--- config.mk ---
export PLATFORM = sky130hd
export DESIGN_NAME = rbcb_isqrt
export DESIGN_NICKNAME = d
export VERILOG_FILES = /design/src/design/rbcb_pkg.sv /design/src/design/rbcb_isqrt.sv
export SDC_FILE = /design/constraint.sdc
export NUM_CORES = 1
export LEC_CHECK = 0
export BUFFER_PORTS_ARGS = -buffer_cell sky130_fd_sc_hd__buf_4
export CORE_UTILIZATION = 40
export CTS_CLUSTER_DIAMETER = 150
export DETAILED_ROUTE_END_ITERATION = 6
export SLEW_MARGIN = 20
export SYNTH_ARGS = -nofsm -noshare
export SYNTH_HDL_FRONTEND = slang
export SYNTH_SLANG_ARGS = --single-unit
--- constraint.sdc ---
create_clock -name clk -period 8.4 [get_ports clk]
set_input_delay 1.68 -clock clk [delete_from_list [all_inputs] [get_ports clk]]
set_output_delay 1.68 -clock clk [all_outputs]
set_load 0.05 [all_outputs]
--- src/design/rbcb_pkg.sv ---
package rbcb_pkg;

  localparam int COORD_W = 16;
  localparam int DIFF_W  = 17;
  localparam int SQ_W    = 32;
  localparam int SUM_W   = 34;
  localparam int ROOT_W  = 17;
  localparam int ISQ_W   = 35;
  localparam int RAD_W   = 16;
  localparam int COLOR_W = 32;
  localparam int CH_W    = 8;
  localparam int NCH     = 3;
  localparam int NUM_W   = 24;
  localparam int PROD_W  = 26;
  localparam int QBITS   = 8;
  localparam int CFG_IDX_W  = 3;
  localparam int CFG_DATA_W = 32;

  localparam logic [COLOR_W-1:0] BRUSH_COLOR_RST = 32'hFF80_8080;
  localparam logic [CH_W-1:0]    ALPHA_OPAQUE    = 8'hFF;

  typedef enum logic [CFG_IDX_W-1:0] {
    CFG_CENTER_X      = 3'd0,
    CFG_CENTER_Y      = 3'd1,
    CFG_CENTER_Z      = 3'd2,
    CFG_BRUSH_RADIUS  = 3'd3,
    CFG_BRUSH_COLOR   = 3'd4,
    CFG_CYLINDER_MODE = 3'd5
  } cfg_idx_t;

  typedef enum logic [1:0] {
    KIND_KEEP = 2'd0,
    KIND_FILL = 2'd1,
    KIND_RING = 2'd2
  } kind_t;

  typedef struct packed {
    logic signed [COORD_W-1:0] center_x;
    logic signed [COORD_W-1:0] center_y;
    logic signed [COORD_W-1:0] center_z;
    logic [RAD_W-1:0]          radius;
    logic [COLOR_W-1:0]        color;
    logic                      cylinder;
    logic [RAD_W-1:0]          fade;
    logic [RAD_W-1:0]          inner;
  } cfg_t;

  typedef struct packed {
    logic                          valid;
    kind_t                         kind;
    logic [COLOR_W-1:0]            old_color;
    logic [NCH-1:0][CH_W-1:0]      quo;
  } blend_out_t;

endpackage

--- src/design/rbcb_isqrt.sv ---
module rbcb_isqrt (
  input  logic                           clk,
  input  logic                           rst_n,
  input  logic                           en,
  input  logic                           sum_valid,
  input  logic [rbcb_pkg::SUM_W-1:0]     sum,
  input  logic [rbcb_pkg::COLOR_W-1:0]   sum_old_color,
  output logic                           root_valid,
  output logic [rbcb_pkg::ROOT_W-1:0]    root,
  output logic [rbcb_pkg::COLOR_W-1:0]   root_old_color
);

  localparam int NS = rbcb_pkg::ROOT_W;
  localparam int W  = rbcb_pkg::ISQ_W;
  localparam int CW = rbcb_pkg::COLOR_W;

  logic          vld_r [NS];
  logic [W-1:0]  rem_r [NS];
  logic [W-1:0]  res_r [NS];
  logic [CW-1:0] old_r [NS];

  // one result bit per stage, highest first
  for (genvar g = 0; g < NS; g++) begin : g_stage
    localparam logic [W-1:0] BIT = W'(1) << (2 * (NS - 1 - g));
    logic          v_i;
    logic [W-1:0]  rem_i, res_i, trial;
    logic [W-1:0]  rem_nxt, res_nxt;
    logic [CW-1:0] old_i;

    if (g == 0) begin : g_first
      assign v_i   = sum_valid;
      assign rem_i = W'(sum);
      assign res_i = '0;
      assign old_i = sum_old_color;
    end else begin : g_next
      assign v_i   = vld_r[g-1];
      assign rem_i = rem_r[g-1];
      assign res_i = res_r[g-1];
      assign old_i = old_r[g-1];
    end

    always_comb begin
      trial = res_i + BIT;
      if (rem_i >= trial) begin
        rem_nxt = rem_i - trial;
        res_nxt = (res_i >> 1) + BIT;
      end else begin
        rem_nxt = rem_i;
        res_nxt = res_i >> 1;
      end
    end

    always_ff @(posedge clk) begin
      if (!rst_n) begin
        vld_r[g] <= 1'b0;
      end else if (en) begin
        vld_r[g] <= v_i;
      end
    end

    always_ff @(posedge clk) begin
      if (en) begin
        rem_r[g] <= rem_nxt;
        res_r[g] <= res_nxt;
        old_r[g] <= old_i;
      end
    end
  end

  assign root_valid     = vld_r[NS-1];
  assign root           = res_r[NS-1][NS-1:0];
  assign root_old_color = old_r[NS-1];

endmodule

# After elaboration in Yosys (flattened, before gate mapping)
# Memory sizes are Yosys's and may differ from the RTL's.
# Cells that the tools add are included.
# classes
addsub	49
order_cmp	17
muxes	56
bitwise_logic	17
# op_table
op	n
35-bit two-way mux	33
35-bit greater-or-equal comparator	16
35-bit subtractor	16
34-bit by 1-bit adder with 35-bit output, second input constant	1
34-bit by 11-bit adder with 35-bit output, second input constant	1
34-bit by 13-bit adder with 35-bit output, second input constant	1
34-bit by 15-bit adder with 35-bit output, second input constant	1
34-bit by 17-bit adder with 35-bit output, second input constant	1
34-bit by 19-bit adder with 35-bit output, second input constant	1
34-bit by 21-bit adder with 35-bit output, second input constant	1
34-bit by 23-bit adder with 35-bit output, second input constant	1
34-bit by 25-bit adder with 35-bit output, second input constant	1
34-bit by 27-bit adder with 35-bit output, second input constant	1
34-bit by 29-bit adder with 35-bit output, second input constant	1
34-bit by 3-bit adder with 35-bit output, second input constant	1
34-bit by 31-bit adder with 35-bit output, second input constant	1
34-bit by 5-bit adder with 35-bit output, second input constant	1
34-bit by 7-bit adder with 35-bit output, second input constant	1
34-bit by 9-bit adder with 35-bit output, second input constant	1
35-bit by 1-bit adder with 35-bit output, second input constant	1
35-bit by 11-bit adder with 35-bit output, second input constant	1
35-bit by 13-bit adder with 35-bit output, second input constant	1
35-bit by 15-bit adder with 35-bit output, second input constant	1
35-bit by 17-bit adder with 35-bit output, second input constant	1
other kinds (16)	53
# word_totals
register_bits	0
ram_bits	1751
out_inout_bits	50
n_memories	4
# memory_table
name	depth	word_bits	rd	rd_clocked_by_memory_dff	write_ports	line_no	source
rem_r	17	35	16	0	17	rbcb_isqrt.sv:18	logic [W-1:0] rem_r [NS];
res_r	17	35	17	0	17	rbcb_isqrt.sv:19	logic [W-1:0] res_r [NS];
old_r	17	32	17	0	17	rbcb_isqrt.sv:20	logic [CW-1:0] old_r [NS];
vld_r	17	1	17	0	17	rbcb_isqrt.sv:17	logic vld_r [NS];

# Longest topological paths before layout
# logic_depth
word_depth	4
mapped_depth	12
ltp_nobuf	10

# Worst setup path before layout
# Ideal clock, no wire load.
# synth_path
kind	register to register
startpoint	mem rem_r[0][467] (netlist name)
endpoint	mem rem_r[0][519] (netlist name), data pin
t_arrival_ps	2611
path_slack_ps	5510
path_stages_with_launch	10
synth_period_minus_slack_ps	2890
cell_sequence	edfxtp_1 ha_1 clkbuf_1 a21o_1 or4_1 a211oi_2 o41a_1 o31ai_1 a2111oi_0 xor2_1
# synth_rtl
item	line_no
start: declaration	rbcb_isqrt.sv:18

==> reports/results.tsv <==
stage	metric	value	unit
run_status	status	finished clean	
floorplan	Row Count	130	
floorplan	die area	0.1283	mm²
critical_path	startpoint types	flop	
route	residual DRC count	0	
final_layout	filler instances	10760	
timing	RSZ-0062 raised after global routing	false	
timing	final setup vio count	0	
critical_path	CP max stage delay	0.77	ns
logic_synthesis	Post-synth ARST share	0	%
critical_path	reg2reg start	rem_r[0][429]	
critical_path	Buffers & Inverters on Critical Path	1	
final_layout	Reg area	0.03825	mm²
clock_network	clock latency at the later pin of the worst-skew pair	0.76	ns
logic_synthesis	Netlist Area Pre-Place	0.05074	mm²
placed_design	RePlAce Congestion	0.8698	
clock_network	Reg clk slew, reported paths	0.06	ns
clock_network	Root Buffer	clkbuf_16	
logic_synthesis	syn_nets	3406	
logic_synthesis	Seq/Total Area, Yosys	75.37	%
logic_synthesis	Ys Warns	0	
logic_synthesis	most frequent cell after synthesis	edfxtp_1	
timing	Max Slew Vio Count	0	
logic_synthesis	Cell variety after synth	78	
critical_path	delay-heaviest family, CP	compound AO/OA/AOI/OAI gates	
final_layout	multi-input logic area	0.01151	mm²
global_routing	number of global-route vias before repair	25690	
critical_path	Levels on crit path	8	
timing	Hold Vio Cnt, Final	0	
floorplan	die height	358.2	µm
timing	Min Hold Slack	0.4058	ns
hold_path	hold crit path type	reg2reg	
timing	Worst-Margin Slew	1.000	ns
final_layout	Syn-to-layout area delta	14.90	%
clock_network	Post-CTS Setup Bufs	0	
hold_path	HP Start	old_r[0][101]	
critical_path	reg-to-reg endpoint	rem_r[0][474]	
critical_path	CP Data Required Time	8.89	ns
logic_synthesis	Syn Inst Count	3170	
logic_synthesis	commonest cells in the netlist	edfxtp_1, inv_1, ha_1	
placed_design	DP Area	0.05381	mm²
critical_path	R2R setup slack	4.64	ns
timing	clk_skew	0.03230	ns
critical_path	Data arrival, critical path	4.25	ns
critical_path	crit path max fanout	23	
clock_network	clock buffer depth	3	
logic_synthesis	Most used DFF post-synth	edfxtp_1	
timing	final setup margin	4.642	ns
route	Avg WL per Cell	15.05	µm
global_routing	Overflow after GRT	0	
global_routing	largest net degree at the start of global routing	194	
timing	TNS Setup	0	ns
logic_synthesis	largest area contributor in the netlist	edfxtp_1	
global_routing	first-pass GRT wire length	126800	µm
pwr	Max VDD drop	0.2114	mV
floorplan	Starting Density	40.36	%
global_routing	initial antenna violation count	0	
critical_path	critical path, cell by cell	ha_1 > o211ai_1 > a2111oi_0 > nor4_1 > o41ai_1 > a41o_1 > buf_4 > mux2_2	
pwr	leakage power figure	0.02107	µW
floorplan	core box area	0.1257	mm²
critical_path	Crit. Startpoint	rem_r[0][429]	
critical_path	crit end category	flop	
floorplan	Die Wd	358.2	µm
clock_network	Resize count post-CTS	0	
timing	fmax	0.2661	GHz
placed_design	pre-CTS WS	4.509	ns
job	number of max-cap violations	0	
route	antenna-violating nets left	0	
logic_synthesis	Synth Register Bits	1274	
final_layout	Final #Nets	3650	
logic_synthesis	Post-synth EDFFs	1273	
pwr	power density over the cells	262.6	mW/mm²
floorplan	Ports	120	
clock_network	CTS tree	done	
critical_path	cell depth of the worst flop-to-flop path	8	
route	Vias	25270	
timing	crit path time final	3.758	ns
route	DR vias/cell	4.891	
placed_design	PortBufs	119	
timing	Max-slew headroom	32.26	%
final_layout	post-route cell area	0.05831	mm²
final_layout	ratio of cells with drive above 1 in the final layout	11.06	%
final_layout	Antenna Cells	0	
critical_path	Setup crit end	rem_r[0][474]	
clock_network	H-tree lvl count	4	
critical_path	Critical Path Slowest Stage Cell	a2111oi_0	
global_routing	Tot GR Track Use	12.34	%
route	drt pass-1 iters	5	
timing	Tcrit/Tclk final	44.74	%
critical_path	Crit Path Class	reg2reg	
route	final WL	77750	µm
clock_network	Hold Buf Count CTS	0	
clock_network	CTS buffer count	137	
clock_network	Sink Count	1274	
logic_synthesis	Synth area leaders	edfxtp_1, ha_1, xnor2_1	
pwr	power consumption	15310	µW
logic_synthesis	Synth top area share	75.33	%
route	initial DRC count	1406	
placed_design	hpwl dp	52450	µm
logic_synthesis	Avg Cell Area, Syn	16.01	µm²
how the worst min path moves through the flow:
stage	to	slack, ns	cells after the start
finish	old_r[0][133]	0.41	0
global route	old_r[0][133]	0.41	0
CTS	old_r[0][364]	0.41	0
detailed placement	old_r[0][114]	0.40	0
global placement	old_r[0][461]	0.40	0
floorplan	old_r[0][100]	0.40	0
logic make-up after synthesis:
| kind of cell | Yosys count | share of synthesized area, % |
|---|---|---|
| AO/OA/AOI/OAI | 441 | 5.765 |
| XOR/XNOR | 217 | 3.745 |
| adder cells (fa/ha/maj) | 166 | 4.093 |
| buffers and inverters | 262 | 1.995 |
| flip-flops | 1274 | 75.37 |
| multiplexers | 38 | 0.8112 |
| other | 1 | 0.007390 |
| AND/OR/NAND/NOR | 771 | 8.213 |
metrics by stage:
stage,utilization (%),cells
after floorplan,-,3170
after global placement,42.80,4925
after detailed placement,42.80,4925
after CTS,46.37,5166
after global routing,46.37,5166
final,46.37,5166
power by group:
group          total [µW]  internal (µW)  leakage, µW  switching (µW)
logic                1430            598      0.00656             833
clock network        5900           3480      0.00218            2420
registers            7980           7680       0.0123             298
total               15300          11800       0.0211            3550
placed cells by master, fill, tap and decap left out, types with 14 or more instances in the layout:
cell type     n
nor2_1      138
a21o_1       49
o21a_1       44
clkbuf_16   138
a21oi_1      83
ha_1        166
nand3_1      43
nand4_1      39
xnor2_1     124
xor2_1       93
o21ai_0     114
nand4b_1     17
nor4_1       91
or3_1        23
clkbuf_1     23
nor4b_1      19
nand2_1     154
o31ai_1      34
nor2b_1      23
edfxtp_1   1273
nand2b_1     30
clkinv_1     30
buf_4       142
clkinv_2     16
inv_1       220
and3_1       31
nor3_1       77
or4_1        23
mux2_2       25
bufinv_16    14
layer usage:
metal,vias to the layer above,GRT usage [%],wire length [µm]
li1,12680,-,-
met4,0,6.553,3302
met5,-,0,0
met1,11950,13.14,30770
met2,416,22.65,40900
met3,222,2.736,2772
layout make-up:
type / count / area share [%]
Clock buffer: 161 / 6.071
Clock inverter: 80 / 1.646
Inverter: 220 / 1.416
Multi-Input combinational cell: 1634 / 19.73
Sequential cell: 1274 / 65.59
Tap cell: 1650 / 3.541
Timing Repair Buffer: 147 / 2.000
flip-flops by register name (all words and copies together), names as in the netlist:
| name | count |
|---|---|
| vld_r | 17 |
| old_r | 544 |
| res_r | 153 |
| rem_r | 560 |
Note: power is estimated with default switching activity, not from simulation.
