`src/design/rbcb_pkg.sv`:
```
package rbcb_pkg;

  localparam int COORD_W = 16;
  localparam int DIFF_W  = 17;
  localparam int SQ_W    = 32;
  localparam int SUM_W   = 34;
  localparam int ROOT_W  = 17;
  localparam int ISQ_W   = 35;
  localparam int RAD_W   = 16;
  localparam int COLOR_W = 32;
  localparam int CH_W    = 8;
  localparam int NCH     = 3;
  localparam int NUM_W   = 24;
  localparam int PROD_W  = 26;
  localparam int QBITS   = 8;
  localparam int CFG_IDX_W  = 3;
  localparam int CFG_DATA_W = 32;

  localparam logic [COLOR_W-1:0] BRUSH_COLOR_RST = 32'hFF80_8080;
  localparam logic [CH_W-1:0]    ALPHA_OPAQUE    = 8'hFF;

  typedef enum logic [CFG_IDX_W-1:0] {
    CFG_CENTER_X      = 3'd0,
    CFG_CENTER_Y      = 3'd1,
    CFG_CENTER_Z      = 3'd2,
    CFG_BRUSH_RADIUS  = 3'd3,
    CFG_BRUSH_COLOR   = 3'd4,
    CFG_CYLINDER_MODE = 3'd5
  } cfg_idx_t;

  typedef enum logic [1:0] {
    KIND_KEEP = 2'd0,
    KIND_FILL = 2'd1,
    KIND_RING = 2'd2
  } kind_t;

  typedef struct packed {
    logic signed [COORD_W-1:0] center_x;
    logic signed [COORD_W-1:0] center_y;
    logic signed [COORD_W-1:0] center_z;
    logic [RAD_W-1:0]          radius;
    logic [COLOR_W-1:0]        color;
    logic                      cylinder;
    logic [RAD_W-1:0]          fade;
    logic [RAD_W-1:0]          inner;
  } cfg_t;

  typedef struct packed {
    logic                          valid;
    kind_t                         kind;
    logic [COLOR_W-1:0]            old_color;
    logic [NCH-1:0][CH_W-1:0]      quo;
  } blend_out_t;

endpackage

```
`src/design/rbcb_cfg.sv`:
```
module rbcb_cfg #(
  parameter int FADE_PORTION = 4
) (
  input  logic                                clk,
  input  logic                                rst_n,
  input  logic                                cfg_wr_en,
  input  logic [rbcb_pkg::CFG_IDX_W-1:0]      cfg_index,
  input  logic [rbcb_pkg::CFG_DATA_W-1:0]     cfg_data,
  output rbcb_pkg::cfg_t                      cfg
);

  localparam int RW          = rbcb_pkg::RAD_W;
  localparam int FADE_SHIFT  = RW + $clog2(FADE_PORTION);
  localparam int MW          = RW + 1;
  localparam int PW          = RW + MW;
  localparam logic [MW-1:0] FADE_MULT =
    MW'(((64'd1 << FADE_SHIFT) + 64'(FADE_PORTION) - 64'd1) / 64'(FADE_PORTION));

  logic signed [rbcb_pkg::COORD_W-1:0] center_x_r, center_y_r, center_z_r;
  logic [RW-1:0]                       radius_r;
  logic [rbcb_pkg::COLOR_W-1:0]        color_r;
  logic                                cylinder_r;
  logic [PW-1:0]                       prod_r;
  logic [RW-1:0]                       fade_r, inner_r;
  logic [PW-1:0]                       prod_nxt;
  logic [RW-1:0]                       fade_nxt;

  always_ff @(posedge clk) begin
    if (!rst_n) begin
      center_x_r <= '0;
      center_y_r <= '0;
      center_z_r <= '0;
      radius_r   <= '0;
      color_r    <= rbcb_pkg::BRUSH_COLOR_RST;
      cylinder_r <= 1'b0;
    end else if (cfg_wr_en) begin
      unique case (cfg_index)
        rbcb_pkg::CFG_CENTER_X:      center_x_r <= cfg_data[rbcb_pkg::COORD_W-1:0];
        rbcb_pkg::CFG_CENTER_Y:      center_y_r <= cfg_data[rbcb_pkg::COORD_W-1:0];
        rbcb_pkg::CFG_CENTER_Z:      center_z_r <= cfg_data[rbcb_pkg::COORD_W-1:0];
        rbcb_pkg::CFG_BRUSH_RADIUS:  radius_r   <= cfg_data[RW-1:0];
        rbcb_pkg::CFG_BRUSH_COLOR:   color_r    <= cfg_data[rbcb_pkg::COLOR_W-1:0];
        rbcb_pkg::CFG_CYLINDER_MODE: cylinder_r <= cfg_data[0];
        default: ;
      endcase
    end
  end

  // fade width = radius / FADE_PORTION via reciprocal multiply
  assign prod_nxt = PW'(radius_r) * PW'(FADE_MULT);
  assign fade_nxt = RW'(prod_r >> FADE_SHIFT);

  always_ff @(posedge clk) begin
    if (!rst_n) begin
      prod_r  <= '0;
      fade_r  <= '0;
      inner_r <= '0;
    end else begin
      prod_r  <= prod_nxt;
      fade_r  <= fade_nxt;
      inner_r <= radius_r - fade_r;
    end
  end

  always_comb begin
    cfg.center_x = center_x_r;
    cfg.center_y = center_y_r;
    cfg.center_z = center_z_r;
    cfg.radius   = radius_r;
    cfg.color    = color_r;
    cfg.cylinder = cylinder_r;
    cfg.fade     = fade_r;
    cfg.inner    = inner_r;
  end

endmodule

```
`config.mk`:
```
export PLATFORM = sky130hd
export DESIGN_NAME = rbcb_cfg
export DESIGN_NICKNAME = d
export VERILOG_FILES = /design/src/design/rbcb_pkg.sv /design/src/design/rbcb_cfg.sv
export SDC_FILE = /design/constraint.sdc
export NUM_CORES = 1
export LEC_CHECK = 0
export BUFFER_PORTS_ARGS = -buffer_cell sky130_fd_sc_hd__buf_2
export CORE_MARGIN = 8
export CORE_UTILIZATION = 43
export DETAILED_ROUTE_END_ITERATION = 16
export PLACE_DENSITY = 0.7
export REMOVE_ABC_BUFFERS = 1
export SYNTH_ARGS = -nofsm -noshare
export SYNTH_HDL_FRONTEND = slang
export SYNTH_SLANG_ARGS = --single-unit
```
`constraint.sdc`:
```
create_clock -name clk -period 3.55 [get_ports clk]
set_clock_uncertainty 0.1 [all_clocks]
set_input_delay 0.1775 -clock clk [delete_from_list [all_inputs] [get_ports clk]]
set_output_delay 0.1775 -clock clk [all_outputs]
set_load 0.05 [all_outputs]
```
# --- Yosys cells after proc, flatten, opt, wreduce, memory -nomap -nowiden ---
# Cells that the tools add are included.
word_totals:
  output_inout_bits: 129
  word_cells: 24
  regBits: 162
  input_bits: 38
classes:
  n_addsub: 1
  n_reduce_logical: 7
  n_eq_ne: 5
op_table:
  columns: ["op", "count"]
  rows:
  - ["subtractor 16 bit", 1]
  - ["AND reduction 2 bit", 6]
  - ["== test 3 x 2 -> 1 bit (second input constant)", 2]
  - ["== test 3 bit (second input constant)", 2]
  - ["== test 3 x 1 -> 1 bit (second input constant)", 1]
  - ["zero test 3 bit", 1]

# --- Longest topological paths before layout ---
depth:
  depth_word: 2
  ltp_mapped: 8
  depth_no_buf: 8

# --- Worst setup path after synthesis ---
# No wires, ideal clock.
synth_path:
  path_kind: "register -> register"
  start: "reg radius_r[0]"
  end: "reg inner_r[14]"
  t_arrival_ns: 2.225
  setup_slack_ns: 1.103
  path_buffers: 0
  path_stages_with_launch: 9
  t_required_ns: 3.329
  period_less_slack_ns: 2.447
  setup_ns: 0.121
  cell_sequence: "dfxtp_1 > inv_1 > ha_1 > fa_1 > nand2b_1 > a21oi_2 > o2111ai_1 > o311a_1 > mux2_4"
synth_via:
  elab_chain_len: 1
synth_lines:
  columns: ["element", "line", "text"]
  rows:
  - ["start, declared", "rbcb_cfg.sv:20", "logic [RW-1:0] radius_r;"]
  - ["start signal, assigned", "rbcb_cfg.sv:41", "rbcb_pkg::CFG_BRUSH_RADIUS: radius_r <= cfg_data[RW-1:0];"]
  - ["subtractor 16 bit", "rbcb_cfg.sv:61", "inner_r <= radius_r - fade_r;"]
  - ["end signal, assigned", "rbcb_cfg.sv:61", null]
  - ["end, declared", "rbcb_cfg.sv:24", "logic [RW-1:0] fade_r, inner_r;"]
# No other way between the ends.
# A chain may end at the register's enable or synchronous reset.

# --- Worst setup path after layout ---
# Same ends and word-level chain as after synthesis.

==> out/results.ini <==
[final_layout]
final_cells = 1017
final-seq-area_um2 = 2820
fin_nets = 884
area_delta_synth_final_pct = 34.4
nFillCells = 1147
drive_above_1_share_pct = 24.9
multi_input_area_um2 = 2330

[synthesis]
yosysSeqAreaShare_pct = 52.3
synth_fa_ha_area_share_pct = 3.61
yosysMostFrequentCell = nand2_1
synth-main-ff-cell = dfxtp_1
synth_xor_xnor_area_share_pct = 0.486
synth.ff_latch_count = 141
ys_types = 49
synth_cells = 651
yosys.area.top_type_share_pct = 52.3
async_flop_share_pct = 0
synth_top_family_by_area = simple AND/OR/NAND/NOR gates
yosysTopAreaCell = dfxtp_1
synth_area_um2 = 5400
synth-simple-area-share_pct = 23.7
synth_common_cells = nand2_1, dfxtp_1, a21oi_1
synth-edff-count = 0
synth_area_leaders = dfxtp_1, nand2_1, a21oi_1
syn_area_per_cell_um2 = 8.30
synthMuxAreaShare_pct = 0.463
ys_warn_count = 0
synth-compound-area-share_pct = 14.7

[worst_setup_path]
critPathLaunch = radius_r[0]
crit_chain = inv_1 > ha_1 > fa_1 > nand2b_1 > a21oi_2 > o2111ai_1 > o311a_1 > mux2_4
worstPathRequired_ns = 3.75
arrival_ns = 2.46
cp_max_fo = 4
crit_cells = 8
critPathBufInv = 1
reg2regPathDepth = 8
endpoint = inner_r[14]
crit_path_end_kind = flip-flop
crit-reg2reg-launch = radius_r[0]
reg2reg_to = inner_r[14]
worstSetupPathType = reg -> reg
r2r_slack_ns = 1.29
critPathTopFamily = adder cells
critPathMaxStageDelay_ns = 0.41
slowest_stage = fa_1
setup.worst_path.start_class = flip-flop

[power]
clockPowerShare_pct = 47.9
power_frac_seq_pct = 41.0
powerDensity_nw_per_um2 = 553
vdd_drop_max_uv = 286
p_comb_share_pct = 11.1
swShare_pct = 24.7
internal_power_mw = 3.02
p_leak_nw = 3.23
p_switching_uw = 993

[timing]
fin_crit_sh_pct = 63.5
slew_violations = 0
setup_viol = 0
max-slew-margin-rel_pct = 25.5
max_freq_mhz = 443
fin_setup_tns_ns = 0
rsz0062_at_grt = no
hold_viol = 0
period_needed_ns = 2.26
worstMarginPinSlew_ns = 1.11

[clocking]
clk_pin_slew_ns = 0.06
cts_setup_buffers = 0
postCtsHoldBufs = 32
clkSinkCount = 141
cts_root_buf = clkbuf_16
cts_resized = 0
cts_tree = yes
insertion_delay_ns = 0.42
cts_htree_levels = 4
cts_buffer_depth = 2
cts_buffers = 17

[placement]
io_buffers = 164
dp_hpwl_um = 10600
dp.cells = 952
gp_congestion = 0.798

[die]
core_um2 = 12500
rows = 41
pin_count = 167
die-width_um = 128
dieHeight_um = 128
die-area_um2 = 16400
initial_utilization_pct = 43.3

[detailed_routing]
drt-met1-wl_um = 6530
routed_wl_um = 15400
viasPerCell = 4.81
wl_met3_um = 1050
drtAntennaViolNets = 0
wl_per_cell_um = 15.1
routed.top_layer = met4
drt_iter0_drc = 390
routed-via-count = 4895
wl_met2_um = 7410
dr.pass1.iters = 4
route.detailed.drc = 0

[flow_run]
cap_viol_max_count = 0

[global_routing]
grt_pass1_wl_um = 24100
grt_max_degree = 66
grt_util_all_layers_pct = 18.7
antenna_found_initial = 0
overflow = 0
grt_pass1_vias = 4766

[status]
status = finished clean

[worst_hold_path]
hp-class = in -> reg

## placed cells by master, fill, tap and decap left out, drive strengths merged, types with 2 or more instances in the layout
cell type / Yosys / layout
nand2: 203 / 203
buf: 18 / 168
dfxtp: 141 / 141
a21oi: 99 / 99
dlygate4sd3: 0 / 32
and2: 29 / 29
clkbuf: 22 / 20
inv: 20 / 19
nand3: 16 / 16
nor2: 16 / 16
ha: 14 / 14
nor3: 9 / 9
o21a: 6 / 6
clkinv: 0 / 5
nand2b: 5 / 5
a21o: 5 / 5
bufinv: 0 / 5
o211ai: 5 / 5
o21ai: 4 / 4
and3: 4 / 4
nor2b: 3 / 3
xor2: 3 / 3
clkinvlp: 0 / 3
a211oi: 3 / 3
or3: 2 / 2
o2111ai: 2 / 2
a31oi: 2 / 2
nand4: 2 / 2
o211a: 2 / 2
nor3b: 2 / 2
conb: 1 / 2
## worst reg2reg max path: cells and delay by family (launching register included)
family / cells / cell delay, ns
AO/OA/AOI/OAI: 3 / 0.56
flip-flops: 1 / 0.34
AND/OR/NAND/NOR: 1 / 0.19
multiplexers: 1 / 0.29
buffers and inverters: 1 / 0.05
adder cells (fa/ha/maj): 2 / 0.61
## power by group through the flow
stage	clock (mW)	combinational, mW	sequential, mW
final	1.92	0.446	1.65
after CTS	1.96	0.447	1.65
after floorplan	0	0.144	1.82
after detailed placement	0	0.418	1.68
after global placement	0	0.416	1.68
after global routing	2.02	0.477	1.65
## stage by stage
step | setup slack, ns | power, mW | area [um^2] | utilization, % | hold WS [ns]
finish | 1.29 | 4.01 | 7260 | 58.2 | 0.0345
global route | 1.20 | 4.15 | 7260 | 58.2 | 0.0355
CTS | 1.28 | 4.05 | 7260 | 58.2 | 0.0127
detailed placement | 1.29 | 2.10 | 6300 | 50.5 | 0.290
global placement | 1.35 | 2.10 | 6300 | 50.5 | 0.287
floorplan | 1.10 | 1.97 | 5230 | - | 0.149
## how the worst min path moves through the flow
| stage | startpoint | to | depth (start not counted) |
|---|---|---|---|
| after detailed placement | cfg_data[25] | color_r[25] | 3 |
| after global routing | cfg_index[0] | cylinder_r | 3 |
| after floorplan | rst_n | color_r[15] | 1 |
| after global placement | cfg_data[25] | color_r[25] | 3 |
| after CTS | cfg_index[0] | cylinder_r | 3 |
| final | cfg_index[0] | cylinder_r | 3 |
## sequential cells by signal, indices dropped and copies added (netlist names)
signal and cells:
prod_r 14, color_r 32, center_x_r 16, radius_r 16
center_y_r 16, inner_r 16, center_z_r 16, cylinder_r 1
fade_r 14
## layer usage
layer | global-route usage (%) | up-vias
met1 | 21.9 | 2226
met2 | 30.2 | 143
li1 | - | 2498
met4 | 9.37 | 0
met5 | 0 | -
met3 | 5.74 | 28
## area by class of cell
class | instances | share of cell area, %
clock inverter | 12 | 2.65
inverter | 20 | 1.05
antenna | 1 | 0.0345
multi-input combinational | 451 | 32.1
sequential | 141 | 38.9
timing repair buffer | 200 | 16.1
clock buffer | 20 | 6.15
tap | 172 | 2.96
## cells by family after synthesis
logic type / Yosys count
mux: 2
xor+xnor: 3
compound gates: 135
other cells: 1
flops: 141
fa+ha+maj: 15
simple gates: 294
buf+inv: 60
Note: power is estimated with default switching activity, not from simulation.
