**config.mk**
```make
export PLATFORM = sky130hd
export DESIGN_NAME = rbcb_dist
export DESIGN_NICKNAME = d
export VERILOG_FILES = /design/src/design/rbcb_pkg.sv /design/src/design/rbcb_dist.sv
export SDC_FILE = /design/constraint.sdc
export NUM_CORES = 2
export LEC_CHECK = 0
export ABC_AREA = 1
export BUFFER_PORTS_ARGS = -buffer_cell sky130_fd_sc_hd__clkbuf_2
export CAP_MARGIN = 30
export CORE_ASPECT_RATIO = 0.8
export CORE_MARGIN = 2
export CORE_UTILIZATION = 40
export CTS_CLUSTER_DIAMETER = 100
export CTS_CLUSTER_SIZE = 20
export DETAILED_ROUTE_END_ITERATION = 8
export GPL_TIMING_DRIVEN = 0
export PLACE_DENSITY_LB_ADDON = 0.12
export SLEW_MARGIN = 30
export SYNTH_ARGS = -nofsm -noshare
export SYNTH_HDL_FRONTEND = slang
export SYNTH_SLANG_ARGS = --single-unit
```
**constraint.sdc**
```tcl
create_clock -name clk -period 7.42 [get_ports clk]
set_input_delay 0 -clock clk [delete_from_list [all_inputs] [get_ports clk]]
set_output_delay 0 -clock clk [all_outputs]
set_load 0.005 [all_outputs]
```
**src/design/rbcb_pkg.sv**
```systemverilog
package rbcb_pkg;

  localparam int COORD_W = 16;
  localparam int DIFF_W  = 17;
  localparam int SQ_W    = 32;
  localparam int SUM_W   = 34;
  localparam int ROOT_W  = 17;
  localparam int ISQ_W   = 35;
  localparam int RAD_W   = 16;
  localparam int COLOR_W = 32;
  localparam int CH_W    = 8;
  localparam int NCH     = 3;
  localparam int NUM_W   = 24;
  localparam int PROD_W  = 26;
  localparam int QBITS   = 8;
  localparam int CFG_IDX_W  = 3;
  localparam int CFG_DATA_W = 32;

  localparam logic [COLOR_W-1:0] BRUSH_COLOR_RST = 32'hFF80_8080;
  localparam logic [CH_W-1:0]    ALPHA_OPAQUE    = 8'hFF;

  typedef enum logic [CFG_IDX_W-1:0] {
    CFG_CENTER_X      = 3'd0,
    CFG_CENTER_Y      = 3'd1,
    CFG_CENTER_Z      = 3'd2,
    CFG_BRUSH_RADIUS  = 3'd3,
    CFG_BRUSH_COLOR   = 3'd4,
    CFG_CYLINDER_MODE = 3'd5
  } cfg_idx_t;

  typedef enum logic [1:0] {
    KIND_KEEP = 2'd0,
    KIND_FILL = 2'd1,
    KIND_RING = 2'd2
  } kind_t;

  typedef struct packed {
    logic signed [COORD_W-1:0] center_x;
    logic signed [COORD_W-1:0] center_y;
    logic signed [COORD_W-1:0] center_z;
    logic [RAD_W-1:0]          radius;
    logic [COLOR_W-1:0]        color;
    logic                      cylinder;
    logic [RAD_W-1:0]          fade;
    logic [RAD_W-1:0]          inner;
  } cfg_t;

  typedef struct packed {
    logic                          valid;
    kind_t                         kind;
    logic [COLOR_W-1:0]            old_color;
    logic [NCH-1:0][CH_W-1:0]      quo;
  } blend_out_t;

endpackage

```
**src/design/rbcb_dist.sv**
```systemverilog
module rbcb_dist (
  input  logic                                clk,
  input  logic                                rst_n,
  input  logic                                en,
  input  rbcb_pkg::cfg_t                      cfg,
  input  logic                                in_valid,
  input  logic signed [rbcb_pkg::COORD_W-1:0] vertex_x,
  input  logic signed [rbcb_pkg::COORD_W-1:0] vertex_y,
  input  logic signed [rbcb_pkg::COORD_W-1:0] vertex_z,
  input  logic [rbcb_pkg::COLOR_W-1:0]        old_color,
  output logic                                sum_valid,
  output logic [rbcb_pkg::SUM_W-1:0]          sum,
  output logic [rbcb_pkg::COLOR_W-1:0]        sum_old_color
);

  localparam int DW = rbcb_pkg::DIFF_W;
  localparam int SW = rbcb_pkg::SQ_W;
  localparam int UW = rbcb_pkg::SUM_W;
  localparam int PW = 2 * DW;

  logic                           v0_r, v1_r, v2_r;
  logic signed [DW-1:0]           dx_r, dy_r, dz_r;
  logic signed [DW-1:0]           dx_nxt, dy_nxt, dz_nxt;
  logic [SW-1:0]                  sqx_r, sqy_r, sqz_r;
  logic signed [PW-1:0]           px, py, pz;
  logic [UW-1:0]                  sum_r, sum_nxt;
  logic [rbcb_pkg::COLOR_W-1:0]   old0_r, old1_r, old2_r;

  assign dx_nxt = {cfg.center_x[15], cfg.center_x} - {vertex_x[15], vertex_x};
  assign dy_nxt = {cfg.center_y[15], cfg.center_y} - {vertex_y[15], vertex_y};
  assign dz_nxt = {cfg.center_z[15], cfg.center_z} - {vertex_z[15], vertex_z};

  assign px = dx_r * dx_r;
  assign py = dy_r * dy_r;
  assign pz = dz_r * dz_r;

  assign sum_nxt = UW'(sqx_r) + UW'(sqy_r) + (cfg.cylinder ? UW'(0) : UW'(sqz_r));

  always_ff @(posedge clk) begin
    if (!rst_n) begin
      v0_r <= 1'b0;
      v1_r <= 1'b0;
      v2_r <= 1'b0;
    end else if (en) begin
      v0_r <= in_valid;
      v1_r <= v0_r;
      v2_r <= v1_r;
    end
  end

  always_ff @(posedge clk) begin
    if (en) begin
      dx_r   <= dx_nxt;
      dy_r   <= dy_nxt;
      dz_r   <= dz_nxt;
      old0_r <= old_color;
      sqx_r  <= px[SW-1:0];
      sqy_r  <= py[SW-1:0];
      sqz_r  <= pz[SW-1:0];
      old1_r <= old0_r;
      sum_r  <= sum_nxt;
      old2_r <= old1_r;
    end
  end

  assign sum_valid     = v2_r;
  assign sum           = sum_r;
  assign sum_old_color = old2_r;

endmodule

```
* Yosys cells after proc, flatten, opt, wreduce, memory -nomap -nowiden
Cells that the tools add are included.
** Storage, ports and cells
- Bits in registers :: 280
- Input bits :: 213
- Output and inout bits :: 67
** Operators by class
- Mux-type cells :: 1
- Multiply operators :: 3
- Add/subtract/negate cells :: 5
** Operators by type and width (count)
- multiplier 17 x 17 -> 32 bit :: 3
- subtractor 16 x 16 -> 17 bit :: 3
- adder 33 x 32 -> 34 bit :: 1
- adder 32 x 32 -> 33 bit :: 1
- 2-to-1 mux 32 bit :: 1

* Longest topological paths before layout
- Depth after elaboration :: 2
- Gate-level depth with buffers :: 28
- Mapped depth without buffers :: 27

* Worst setup path before layout
OpenSTA, ideal clock, no wires.
- Path kind :: register to register
- Start :: register dy_r[2]
- End :: register sqy_r[31] (data pin)
- Setup time :: 0.252 ns
- Data arrival time :: 5.606 ns
- Cell stages (with the launch flop) :: 24
- Clock period less this slack :: 5.858 ns
- Data required time :: 7.168 ns
- Slack :: 1.562 ns
- Cell sequence :: edfxtp_1 -> clkbuf_1 -> clkbuf_1 -> nand2_1 -> inv_1 -> fa_1 -> inv_1 -> fa_1 -> inv_1 -> fa_1 -> fa_1 -> fa_1 -> fa_1 -> ha_1 -> nand2_2 -> inv_2 -> nand2_4 -> nor3_1 -> and2_1 -> nand2_1 -> inv_1 -> nor2_1 -> nand3_1 -> nand2_1
** Between the ends
- Word-level cells in the longest chain between the ends :: 1
** RTL lines
- from (decl) :: RTL line rbcb_dist.sv:22 : logic signed [DW-1:0] dx_r, dy_r, dz_r;
- from (signal assigned) :: RTL line rbcb_dist.sv:54 : dy_r <= dy_nxt;
- multiplier 17 x 17 -> 32 bit :: RTL line rbcb_dist.sv:34 : assign py = dy_r * dy_r;
- named net py[31] :: RTL line rbcb_dist.sv:25 : logic signed [PW-1:0] px, py, pz;
- to (signal assigned) :: RTL line rbcb_dist.sv:58 : sqy_r <= py[SW-1:0];
- to (decl) :: RTL line rbcb_dist.sv:24 : logic [SW-1:0] sqx_r, sqy_r, sqz_r;
The timed path passes the listed nets, and every way through them passes these cells.
A chain may end at the register's enable or synchronous reset.

* Final worst setup path
- Start :: register dx_r[10]
- End :: register sqx_r[31] (data pin)
** Between the ends
- Word-level cells in the longest chain between the ends :: 1
** RTL lines
- from (decl) :: RTL line rbcb_dist.sv:22
- from (signal assigned) :: RTL line rbcb_dist.sv:53 : dx_r <= dx_nxt;
- multiplier 17 x 17 -> 32 bit :: RTL line rbcb_dist.sv:33 : assign px = dx_r * dx_r;
- named net px[31] :: RTL line rbcb_dist.sv:25
- to (signal assigned) :: RTL line rbcb_dist.sv:57 : sqx_r <= px[SW-1:0];
- to (decl) :: RTL line rbcb_dist.sv:24
The timed path passes the listed nets, and every way through them passes these cells.

==> flow_summary.toml <==
[run_status]
status = "complete, no violations"

[floorplan]
start_util = 0.405
die_h_um = 301
std_cell_rows = 108
io_pins = 280
dieArea_mm2 = 0.113
die_w_um = 375
coreArea_mm2 = 0.109

[worst_setup_path]
reg2reg_depth = 23
crit_arrival_ns = 7.44
critPathSlowestCell = "clkbuf_1"
path_delay_family = "adder cells"
critical_path.endpoint_type = "flop"
slowest_delay_ns = 0.65
critPathLaunchType = "flop"
cp_num_buf_inv = 8
crit_required_ns = 7.72
worst-path-stages = 23
cp_cell_sequence = "clkbuf_1, clkbuf_1, nand2_1, fa_1, fa_1, fa_1, inv_1, fa_1, fa_1, inv_1, fa_1, inv_1, ha_1, nand2_1, inv_1, a21oi_2, nand3_1, nand2_1, inv_1, nor2_1, inv_1, nand2_1, nand2_1"
cp_max_fo = 10
critical_path_class = "reg -> reg"

[timing]
holdWs_ns = 0.0285
maxSlewHeadroom = 0.463
drv_slew = 0
worst_pin_slew_ns = 0.806
period_share = 0.961
rsz0062_at_grt = "true"
setup_violations = 0
fin_skew_ns = 0.0398
fmax_mhz = 140
min_period_ns = 7.13
final_hold_viol_count = 0
worst_slack_ns = 0.288

[run]
cap_viol_max_count = 0

[detailed_routing]
vias_per_cell = 4.71
ant_nets = 0
wl_mm = 115
wl_per_cell_um = 16.7
vias = 32400
firstDrtPassIters = 5
route.detailed.drc = 0
drt-initial-drc-count = 2016

[clock_tree]
cts_setup_buffers = 0
insertion_delay_ns = 0.63
cts_sinks = 277
cts_buffer_depth = 3
cts-root-buf = "clkbuf_16"
htree_levels = 1
tritoncts = "done"
path_clk_slew_ns = 0.08
cts_made_buffers = 24

[placement]
placed_cells = 6705
place.gp.congestion = 0.913
dp_hpwl_mm = 99.5
port-buffer-count = 199
post-place-ws_ns = -0.0390

[cells_and_area]
nets = 6794
area_growth_pct = 11.8
final_common_cell = "inv_1"
drive_gt1_frac = 0.0567
fin_cells = 6894
diodes = 0
final_cell_mix = "inv_1, nand2_1, fa_1"

[global_routing]
groute.usage.overall = 0.213
antenna_found_initial = 1
grt_max_degree = 85
gr-total-overflow = 0
grt_pass1_wl_mm = 188
first_global_vias = 34000

[yosys]
yosys_warnings = 0
ys_ff_latch = 277
synthFlopType = "edfxtp_1"
synth_top_area_frac = 0.365
synth_edf_count = 274
synth_cells = 5071
synth.distinct_cells = 48
postSynth.asyncResetShare = 0
syn_area_mm2 = 0.0441
synth.area.top_cells = "fa_1, edfxtp_1, inv_1, ha_1, nand2_1"
synth_seq_area_share = 0.188
syn_area_per_cell_um2 = 8.69
yosysTopAreaCell = "fa_1"

[worst_hold_path]
hold_depth = 4
min_path_type = "in -> reg"
[area by class of cell]
cell class / count / area [um2]
Fill cell: 10900 / 59600
Inverter: 1483 / 5570
Clock buffer: 30 / 623
Sequential cell: 277 / 8290
Multi-Input combinational cell: 3202 / 29800
Timing Repair Buffer: 351 / 2580
Buffer: 107 / 422
Tap cell: 1430 / 1790
Clock inverter: 14 / 208
[what timing repair did]
| item | 4_1_cts | 5_1_grt |
|---|---|---|
| resized for setup | 2 | 25 |
| hold endpoints to repair | 128 | 0 |
| endpoints found under the setup margin | 2 | 11 |
| hold buffers | 149 | 0 |
[worst paths after layout]
kind / slack, ns / start / endpoint
hold reg to reg: 0.42 / old1_r[8] / sum_old_color[8]
hold / removal: 0.03 / cfg[98] / dy_r[2]
setup reg to reg: 0.29 / dx_r[10] / sqx_r[31]
setup / recovery: 0.29 / dx_r[10] / sqx_r[31]
[sequential cells by signal, summed over array words and instances, names as in the netlist, 17 cells and up]
name and cells:
dy_r 17, sum_old_color 32, sqz_r 31, dz_r 17, sum 34, old1_r 32
sqy_r 31, old0_r 32, dx_r 17, sqx_r 31
[synthesized netlist by cell type (2+ instances only)]
master and n:
xnor2_1 32, nor4_1 4, nor3_1 31, dfxtp_1 3, o21ai_0 102, edfxtp_1 274
o21a_1 5, a21oi_1 178, nor2_1 258, buf_2 3, o21bai_1 15, nand3_1 160
a21boi_1 2, buf_1 9, a21oi_2 4, nand3b_1 7, a31o_2 4, fa_1 803
nand3_2 2, inv_2 3, o21ai_1 6, ha_1 332, xor2_1 109, nand2_1 1043
o211ai_1 3, clkbuf_1 99, nand4_1 35, and2_1 4, nand2_4 2, nor3_2 3
nand2_2 8, o31ai_1 3, o21ai_2 4, a31oi_1 4, or2_2 17, a21o_1 10
inv_1 1479
[logic make-up after synthesis]
kind of cell,count (synthesis),share of synthesized area
buffers and inverters,1594,0.136
and+or+nand+nor,1582,0.147
adders and majority gates,1135,0.459
AOI/OAI and AO/OA,341,0.0421
DFF,277,0.188
xor gates and xnor gates,141,0.0280
other,1,0.0000851
[through the flow]
step	utilization	instance area, um2	TNS, ns
final	0.452	49300	0
after CTS	0.452	49300	0
after floorplan	-	44100	0
after global routing	0.452	49300	-0.0101
after detailed placement	0.431	46900	-0.0426
after global placement	0.430	46900	-0.0958
[worst register-to-register path, stage by stage (launching register included)]
cell,delay (ns)
edfxtp_1,0.39
clkbuf_1,0.44
clkbuf_1,0.65
nand2_1,0.26
fa_1,0.56
fa_1,0.51
fa_1,0.51
inv_1,0.06
fa_1,0.49
fa_1,0.49
inv_1,0.05
fa_1,0.49
inv_1,0.08
ha_1,0.39
nand2_1,0.14
inv_1,0.07
a21oi_2,0.17
nand3_1,0.18
nand2_1,0.15
inv_1,0.05
nor2_1,0.35
inv_1,0.09
nand2_1,0.08
nand2_1,0.15
[routing by layer]
layer	vias to the layer above	track usage	share of wire	wire, um
li1	15700	-	-	-
met1	15800	0.334	0.50	58200
met2	853	0.308	0.41	46800
met3	79	0.0411	0.074	8570
met4	2	0.0322	0.015	1740
met5	-	0	0.00011	13
Power is not shown: default switching activity piles up to over one toggle a cycle in this logic, so the estimate is an artifact.
