$ cat config.mk
export PLATFORM = sky130hd
export DESIGN_NAME = rbcb_blend
export DESIGN_NICKNAME = d
export VERILOG_FILES = /design/src/design/rbcb_pkg.sv /design/src/design/rbcb_blend.sv
export SDC_FILE = /design/constraint.sdc
export NUM_CORES = 2
export LEC_CHECK = 0
export BUFFER_PORTS_ARGS = -buffer_cell sky130_fd_sc_hd__clkbuf_2
export CORE_UTILIZATION = 30
export CTS_CLUSTER_DIAMETER = 40
export DETAILED_ROUTE_END_ITERATION = 12
export GPL_TIMING_DRIVEN = 0
export MAX_ROUTING_LAYER = met4
export PLACE_DENSITY = 0.56
export SYNTH_ARGS = -nofsm -noshare
export SYNTH_HDL_FRONTEND = slang
export SYNTH_SLANG_ARGS = --single-unit
$ cat constraint.sdc
create_clock -name clk -period 24.2 [get_ports clk]
set_clock_uncertainty 0.15 [all_clocks]
set_input_delay 4.84 -clock clk [delete_from_list [all_inputs] [get_ports clk]]
set_output_delay 4.84 -clock clk [all_outputs]
set_load 0.02 [all_outputs]
$ cat src/design/rbcb_pkg.sv
package rbcb_pkg;

  localparam int COORD_W = 16;
  localparam int DIFF_W  = 17;
  localparam int SQ_W    = 32;
  localparam int SUM_W   = 34;
  localparam int ROOT_W  = 17;
  localparam int ISQ_W   = 35;
  localparam int RAD_W   = 16;
  localparam int COLOR_W = 32;
  localparam int CH_W    = 8;
  localparam int NCH     = 3;
  localparam int NUM_W   = 24;
  localparam int PROD_W  = 26;
  localparam int QBITS   = 8;
  localparam int CFG_IDX_W  = 3;
  localparam int CFG_DATA_W = 32;

  localparam logic [COLOR_W-1:0] BRUSH_COLOR_RST = 32'hFF80_8080;
  localparam logic [CH_W-1:0]    ALPHA_OPAQUE    = 8'hFF;

  typedef enum logic [CFG_IDX_W-1:0] {
    CFG_CENTER_X      = 3'd0,
    CFG_CENTER_Y      = 3'd1,
    CFG_CENTER_Z      = 3'd2,
    CFG_BRUSH_RADIUS  = 3'd3,
    CFG_BRUSH_COLOR   = 3'd4,
    CFG_CYLINDER_MODE = 3'd5
  } cfg_idx_t;

  typedef enum logic [1:0] {
    KIND_KEEP = 2'd0,
    KIND_FILL = 2'd1,
    KIND_RING = 2'd2
  } kind_t;

  typedef struct packed {
    logic signed [COORD_W-1:0] center_x;
    logic signed [COORD_W-1:0] center_y;
    logic signed [COORD_W-1:0] center_z;
    logic [RAD_W-1:0]          radius;
    logic [COLOR_W-1:0]        color;
    logic                      cylinder;
    logic [RAD_W-1:0]          fade;
    logic [RAD_W-1:0]          inner;
  } cfg_t;

  typedef struct packed {
    logic                          valid;
    kind_t                         kind;
    logic [COLOR_W-1:0]            old_color;
    logic [NCH-1:0][CH_W-1:0]      quo;
  } blend_out_t;

endpackage

$ cat src/design/rbcb_blend.sv
module rbcb_blend (
  input  logic                           clk,
  input  logic                           rst_n,
  input  logic                           en,
  input  rbcb_pkg::cfg_t                 cfg,
  input  logic                           root_valid,
  input  logic [rbcb_pkg::ROOT_W-1:0]    root,
  input  logic [rbcb_pkg::COLOR_W-1:0]   root_old_color,
  output rbcb_pkg::blend_out_t           blend_out
);

  localparam int RW  = rbcb_pkg::RAD_W;
  localparam int CH  = rbcb_pkg::CH_W;
  localparam int NC  = rbcb_pkg::NCH;
  localparam int NW  = rbcb_pkg::NUM_W;
  localparam int PW  = rbcb_pkg::PROD_W;
  localparam int QB  = rbcb_pkg::QBITS;
  localparam int CW  = rbcb_pkg::COLOR_W;

  // classify
  logic                 c0_v_r;
  rbcb_pkg::kind_t      c0_kind_r, kind_nxt;
  logic [RW-1:0]        c0_n_r, n_nxt;
  logic [CW-1:0]        c0_old_r;

  always_comb begin
    n_nxt = root[RW-1:0] - cfg.inner;
    if (root >= {1'b0, cfg.radius}) begin
      kind_nxt = rbcb_pkg::KIND_KEEP;
    end else if (root <= {1'b0, cfg.inner}) begin
      kind_nxt = rbcb_pkg::KIND_FILL;
    end else begin
      kind_nxt = rbcb_pkg::KIND_RING;
    end
  end

  always_ff @(posedge clk) begin
    if (!rst_n) begin
      c0_v_r <= 1'b0;
    end else if (en) begin
      c0_v_r <= root_valid;
    end
  end

  always_ff @(posedge clk) begin
    if (en) begin
      c0_kind_r <= kind_nxt;
      c0_n_r    <= n_nxt;
      c0_old_r  <= root_old_color;
    end
  end

  // products b*F and (o-b)*n per channel
  logic                        c1_v_r;
  rbcb_pkg::kind_t             c1_kind_r;
  logic [CW-1:0]               c1_old_r;
  logic [NC-1:0][NW-1:0]       c1_bf_r, bf_nxt;
  logic signed [PW-1:0]        c1_on_r [NC];
  logic signed [PW-1:0]        on_nxt [NC];
  logic signed [CH:0]          diff [NC];

  always_comb begin
    for (int c = 0; c < NC; c++) begin
      diff[c]   = $signed({1'b0, c0_old_r[c*CH +: CH]}) - $signed({1'b0, cfg.color[c*CH +: CH]});
      bf_nxt[c] = NW'(cfg.color[c*CH +: CH]) * NW'(cfg.fade);
      on_nxt[c] = PW'(diff[c]) * $signed(PW'({1'b0, c0_n_r}));
    end
  end

  always_ff @(posedge clk) begin
    if (!rst_n) begin
      c1_v_r <= 1'b0;
    end else if (en) begin
      c1_v_r <= c0_v_r;
    end
  end

  always_ff @(posedge clk) begin
    if (en) begin
      c1_kind_r <= c0_kind_r;
      c1_old_r  <= c0_old_r;
      c1_bf_r   <= bf_nxt;
      for (int c = 0; c < NC; c++) begin
        c1_on_r[c] <= on_nxt[c];
      end
    end
  end

  // numerator
  logic                   c2_v_r;
  rbcb_pkg::kind_t        c2_kind_r;
  logic [CW-1:0]          c2_old_r;
  logic [NC-1:0][NW-1:0]  c2_num_r, num_nxt;
  logic signed [PW-1:0]   num_wide [NC];

  always_comb begin
    for (int c = 0; c < NC; c++) begin
      num_wide[c] = $signed(PW'(c1_bf_r[c])) + c1_on_r[c];
      num_nxt[c]  = num_wide[c][NW-1:0];
    end
  end

  always_ff @(posedge clk) begin
    if (!rst_n) begin
      c2_v_r <= 1'b0;
    end else if (en) begin
      c2_v_r <= c1_v_r;
    end
  end

  always_ff @(posedge clk) begin
    if (en) begin
      c2_kind_r <= c1_kind_r;
      c2_old_r  <= c1_old_r;
      c2_num_r  <= num_nxt;
    end
  end

  // restoring division by the fade width, one quotient bit per stage
  logic                   dv_r   [QB];
  rbcb_pkg::kind_t        dk_r   [QB];
  logic [CW-1:0]          dold_r [QB];
  logic [NC-1:0][NW-1:0]  drem_r [QB];
  logic [NC-1:0][CH-1:0]  dquo_r [QB];

  for (genvar g = 0; g < QB; g++) begin : g_div
    localparam int K = QB - 1 - g;
    logic                  v_i;
    rbcb_pkg::kind_t       k_i;
    logic [CW-1:0]         old_i;
    logic [NC-1:0][NW-1:0] rem_i, rem_nxt;
    logic [NC-1:0][CH-1:0] quo_i, quo_nxt;
    logic [NW-1:0]         dvs;

    if (g == 0) begin : g_first
      assign v_i   = c2_v_r;
      assign k_i   = c2_kind_r;
      assign old_i = c2_old_r;
      assign rem_i = c2_num_r;
      assign quo_i = '0;
    end else begin : g_next
      assign v_i   = dv_r[g-1];
      assign k_i   = dk_r[g-1];
      assign old_i = dold_r[g-1];
      assign rem_i = drem_r[g-1];
      assign quo_i = dquo_r[g-1];
    end

    always_comb begin
      dvs     = NW'(cfg.fade) << K;
      rem_nxt = rem_i;
      quo_nxt = quo_i;
      for (int c = 0; c < NC; c++) begin
        if (rem_i[c] >= dvs) begin
          rem_nxt[c]    = rem_i[c] - dvs;
          quo_nxt[c][K] = 1'b1;
        end
      end
    end

    always_ff @(posedge clk) begin
      if (!rst_n) begin
        dv_r[g] <= 1'b0;
      end else if (en) begin
        dv_r[g] <= v_i;
      end
    end

    always_ff @(posedge clk) begin
      if (en) begin
        dk_r[g]   <= k_i;
        dold_r[g] <= old_i;
        drem_r[g] <= rem_nxt;
        dquo_r[g] <= quo_nxt;
      end
    end
  end

  always_comb begin
    blend_out.valid     = dv_r[QB-1];
    blend_out.kind      = dk_r[QB-1];
    blend_out.old_color = dold_r[QB-1];
    blend_out.quo       = dquo_r[QB-1];
  end

endmodule

* Word-level counts from Yosys, hierarchy flattened *
Memories as Yosys holds them, arrays and structs flattened.
Cells that the tools add are included.

storage, ports and cells
  bits in registers = 265
  bits in writable memories = 1126
  input bits = 182
  output and inout bits = 59
  logic and storage cells = 155
  memories kept = 6

cells by class
  add/subtract/negate cells = 31
  multipliers = 6
  order comparisons = 26
  mux-type cells = 62
  bitwise logic cells = 8

memories
  memory   depth  width  rd ports  clocked after Yosys merged registers in  write ports  line               source
  drem_r   8      72     7         0                                        8            rbcb_blend.sv:123  logic [NC-1:0][NW-1:0] drem_r [QB];
  dold_r   8      32     8         0                                        8            rbcb_blend.sv:122  logic [CW-1:0] dold_r [QB];
  dquo_r   8      24     8         0                                        8            rbcb_blend.sv:124  logic [NC-1:0][CH-1:0] dquo_r [QB];
  c1_on_r  3      26     3         0                                        3            rbcb_blend.sv:58   logic signed [PW-1:0] c1_on_r [NC];
  dk_r     8      2      8         0                                        8            rbcb_blend.sv:121  rbcb_pkg::kind_t dk_r [QB];
  dv_r     8      1      8         0                                        8            rbcb_blend.sv:120  logic dv_r [QB];

operators by type and width
  operator                                   count
  two-way mux 24 bit                         24
  multiplier 9 x 17 -> 26 bit                3
  adder 24 bit                               3
  >= comparator 24 x 16 -> 1 bit             3
  >= comparator 24 x 17 -> 1 bit             3
  >= comparator 24 x 18 -> 1 bit             3
  >= comparator 24 x 19 -> 1 bit             3
  >= comparator 24 x 20 -> 1 bit             3
  >= comparator 24 x 21 -> 1 bit             3
  >= comparator 24 x 22 -> 1 bit             3
  >= comparator 24 x 23 -> 1 bit             3
  multiplier 8 x 16 -> 24 bit                3
  subtractor 24 x 16 -> 24 bit               3
  subtractor 24 x 17 -> 24 bit               3
  subtractor 24 x 18 -> 24 bit               3
  subtractor 24 x 19 -> 24 bit               3
  subtractor 24 x 20 -> 24 bit               3
  subtractor 24 x 21 -> 24 bit               3
  subtractor 24 x 22 -> 24 bit               3
  subtractor 24 x 23 -> 24 bit               3
  two-way mux 1 bit                          37
  subtractor 8 x 8 -> 9 bit                  3
  >= comparator 17 x 16 -> 1 bit             1
  less-or-equal comparator 17 x 16 -> 1 bit  1
  other kinds (3)                            10

* Longest topological paths before layout *
  depth after elaboration = 4
  mapped depth = 32
  mapped depth without buffers = 32

* Least setup slack after synthesis *
OpenSTA, ideal clock, no wires.

  kind = input to register
  from = input port cfg[51] (netlist bit)
  to = memory c1_on_r[0][75] (netlist bit) (data pin)
  library setup time = 259 ps
  arrival time = 11200 ps
  data required time = 23791 ps
  slack = 12590 ps
  stages on the path = 31
  buffers on the path = 2
  path through = inv_1 clkbuf_1 ha_1 o21ai_0 nand2b_1 a21oi_1 nor2_1 o21ai_0 nand2b_1 a21oi_1 xnor2_1 clkbuf_1 nand2_1 fa_1 fa_1 inv_1 fa_1 fa_1 inv_1 fa_1 inv_1 ha_1 a21oi_1 nor2b_1 o31ai_1 o21ai_0 nor4_1 nor3_1 a211oi_1 a21oi_1 xnor2_1

RTL lines
  element      line              source
  from (decl)  rbcb_blend.sv:5   input rbcb_pkg::cfg_t cfg,
  to (decl)    rbcb_blend.sv:58

==> results.cfg <==
[cells_and_area]
layout-drive-gt1-share = 0.0924
final_util = 0.348
layout_net_count = 9998
area_growth_pct = 15.4

[worst_setup_path]
critPathLaunchType = input port
crit_path_end_kind = flop
cp.required_ns = 24.56
critical_path.max_stage_delay_ns = 0.72
worst-endpoint-arrival_ns = 13.36
slowest_stage = sky130_fd_sc_hd__xor2_1
critical-path-top-cell-by-count = sky130_fd_sc_hd__fa_1
critical_path_peak_fanout = 10
setup.worst_path.class = input port to flop

[run_status]
violations_in_the_final_reports = design-rule violations
status = finished, violations left

[yosys]
post_synth_instance_area_um2 = 88600
synth_sequential_area_ratio = 0.416
ys_seq_elements = 1229
synth_cell_type_count = 93
synthesized_netlist_net_count = 9582
synth_warnings = 0
syn_area_per_cell_um2 = 11.1
synth_ff_type = sky130_fd_sc_hd__edfxtp_1
postSynth.asyncResetShare = 0
synth_enable_flop_cells = 1225
synthCells = 7999

[placement]
gpl.final_weighted_congestion = 0.899
port_buffers = 173
detailedPlacementHpwl_mm = 167

[clocking]
cts_made_buffers = 223
cts-htree-levels = 4
cts.root.buffer_cell = sky130_fd_sc_hd__clkbuf_16
clkSlewWorstSetupHoldPaths_ns = 0.05
post-cts-setup-buffers = 0
cts_hold_repair.buffers = 0
cts_buffer_depth = 4
ctsResizeCount = 0
worstSkewPairLatency_ns = 0.91
tritoncts = done
clock_sinks = 1229

[floorplan]
floorplan.initialDensity = 0.302
ios = 241
floorplan.die.width_um = 545
row_count = 199
die_footprint_um2 = 298000
fp.coreArea_um2 = 294000
die-height_um = 545

[route]
totalWireLength_mm = 222
post_drt_wl_per_cell_um = 17.7
via_count = 60392
via_per_inst = 4.82
drtIter0Drc = 3688
antenna_violating_nets_post_route = 0
drc_errors = 30
drtPass1Iterations = 12

[sta]
tightest_slew_ns = 1.45
slew-limit-headroom = 0.0328
period_share = 0.537
final-setup-viol-count = 0
hold_viol_final = 0
setup_repair_after_global_routing_missed_its_margin = false
period_minus_slack_ns = 13.01
finalMaxSlewViolations = 0
fmax_mhz = 76.9

[global_routing]
antenna_found_initial = 32
grt_pass1_vias = 61336
grt_overflow_total = 0
grt_first_pass_wirelength_mm = 346
all_layer_gr_usage = 0.152
grt_max_degree = 122

[job]
maxCapViolCount = 0

[hold_path]
timing.hold.worst.class = flop to flop
-- sequential cells by signal, indices dropped and copies added (netlist names), 2 cells and up --
| name | flops |
|---|---|
| c1_bf_r | 72 |
| c1_old_r | 32 |
| c1_on_r | 72 |
| dv_r | 8 |
| c2_kind_r | 2 |
| c2_old_r | 32 |
| drem_r | 504 |
| c2_num_r | 72 |
| c1_kind_r | 2 |
| c0_old_r | 32 |
| dquo_r | 108 |
| c0_kind_r | 2 |
| c0_n_r | 16 |
| dold_r | 256 |
| dk_r | 16 |
-- layer usage --
layer | share of wire | vias to the layer above | global-route usage
met5 | 0 | - | -
met4 | 0.036 | 0 | 0.0530
met3 | 0.055 | 445 | 0.0247
met2 | 0.47 | 1522 | 0.246
met1 | 0.44 | 29526 | 0.191
li1 | - | 28899 | -
-- placed cells by master, fill, tap and decap left out, types with 30 or more instances in the layout --
cell type                    netlist  routed
sky130_fd_sc_hd__nor3_1          124     124
sky130_fd_sc_hd__a21boi_0         42      42
sky130_fd_sc_hd__o31ai_1          40      40
sky130_fd_sc_hd__a21o_1          188     188
sky130_fd_sc_hd__clkbuf_1        165     178
sky130_fd_sc_hd__or3_1            36      36
sky130_fd_sc_hd__inv_1           743     739
sky130_fd_sc_hd__nor2b_1         114     114
sky130_fd_sc_hd__inv_6             0      34
sky130_fd_sc_hd__nand2_1         711     711
sky130_fd_sc_hd__clkbuf_16         0     225
sky130_fd_sc_hd__xnor2_1         310     310
sky130_fd_sc_hd__a21oi_1         403     403
sky130_fd_sc_hd__clkinv_4          0      36
sky130_fd_sc_hd__nor2_1          570     570
sky130_fd_sc_hd__clkinvlp_4        0      30
sky130_fd_sc_hd__ha_1            824     824
sky130_fd_sc_hd__clkbuf_2          0     172
sky130_fd_sc_hd__nand3_1          91      91
sky130_fd_sc_hd__a211oi_1         44      44
sky130_fd_sc_hd__nor4_1           40      40
sky130_fd_sc_hd__or2_2            38      38
sky130_fd_sc_hd__o21bai_1         42      42
sky130_fd_sc_hd__xor2_1          210     210
sky130_fd_sc_hd__mux2_2           64      64
sky130_fd_sc_hd__o21a_1           64      64
sky130_fd_sc_hd__and2_1          258     258
sky130_fd_sc_hd__nand4_1          45      45
sky130_fd_sc_hd__fa_1            577     577
sky130_fd_sc_hd__o21ai_0         379     379
sky130_fd_sc_hd__nand2b_1        166     166
sky130_fd_sc_hd__a31oi_1          31      31
sky130_fd_sc_hd__and3_1           52      52
sky130_fd_sc_hd__edfxtp_1       1225    1225
sky130_fd_sc_hd__buf_4            60      60
-- worst max-delay path: cells and delay by family --
family                   cells  cell delay (ns)
AO/OA/AOI/OAI               11             2.59
XOR/XNOR                     2             0.86
adder cells (fa/ha/maj)      7             3.13
buffers and inverters        7             1.46
AND/OR/NAND/NOR              3             0.44
-- cells by family (layout without fill, tap and decap cells) --
kind of cell,after synthesis,in the layout,synth area share
AND/OR/NAND/NOR,2330,2330,0.128
AO/OA/AOI/OAI,1429,1429,0.102
adder cells (fa/ha/maj),1401,1401,0.247
flip-flops,1229,1229,0.416
buffers and inverters,1003,1599,0.0455
XOR/XNOR,520,520,0.0514
multiplexers,87,87,0.0108
other,0,17,0
-- cell type report --
type,count,area (um^2)
fill,28948,192000
multi-input combinational,5767,47700
sequential,1229,36900
clock buffer,240,5690
tap,3919,4900
inverter,754,2830
clock inverter,165,1680
timing repair buffer,191,1320
buffer,249,1210
antenna,17,42.5
-- cell usage after synthesis (all sizes together) (9+ instances only) --
library cell / number / share of area
o41ai: 12 / 0.0015
nand3: 91 / 0.0051
and3: 52 / 0.0037
xnor2: 310 / 0.031
mux2: 65 / 0.0083
edfxtp: 1225 / 0.42
o21bai: 42 / 0.0036
o31a: 10 / 0.00099
o211ai: 28 / 0.0024
a21o: 188 / 0.016
nor4b: 15 / 0.0016
o211a: 10 / 0.0011
a211oi: 46 / 0.0040
o31ai: 40 / 0.0034
and2: 259 / 0.018
ha: 824 / 0.12
nor2b: 114 / 0.0080
mux2i: 22 / 0.0025
or3: 36 / 0.0025
a31o: 9 / 0.00089
nand2b: 166 / 0.012
nor3: 124 / 0.0070
or2: 38 / 0.0027
fa: 577 / 0.13
and4: 11 / 0.0011
nor4: 41 / 0.0030
a31oi: 31 / 0.0022
nand4: 45 / 0.0032
clkbuf: 165 / 0.0070
xor2: 210 / 0.021
o2111ai: 11 / 0.0011
o21a: 64 / 0.0054
or4: 13 / 0.0012
o21ai: 388 / 0.022
a21boi: 45 / 0.0038
inv: 753 / 0.032
a2111oi: 12 / 0.0015
nand2: 711 / 0.030
a21oi: 404 / 0.023
buf: 84 / 0.0066
a211o: 15 / 0.0015
nor2: 570 / 0.024
nand4b: 19 / 0.0019
-- worst paths after layout --
kind	startpoint	endpoint	slack (ns)	cells after the start
worst max-delay path	cfg[43]	c1_on_r[0][49]	11.19	30
worst min register to register	c2_num_r[4]	drem_r[0][4]	0.20	0
worst max register to register	c0_old_r[9]	c1_on_r[0][49]	15.24	28
worst min-delay path	c2_num_r[4]	drem_r[0][4]	0.20	0
-- stage by stage --
stage                     hold slack, ns  instances  setup TNS [ns]  area [um^2]  setup WS, ns
after floorplan                    0.250       7999               0        88600         12.59
after global placement             0.250      12091        -4029.47        94400         -3.77
after detailed placement           0.255      12108               0        94800         10.57
after CTS                          0.182      12513               0       102000         11.41
after global routing               0.189      12527               0       102000         10.92
final                              0.201      12531               0       102000         11.19
Power is not shown: default switching activity piles up to over one toggle a cycle in this logic, so the estimate is an artifact.
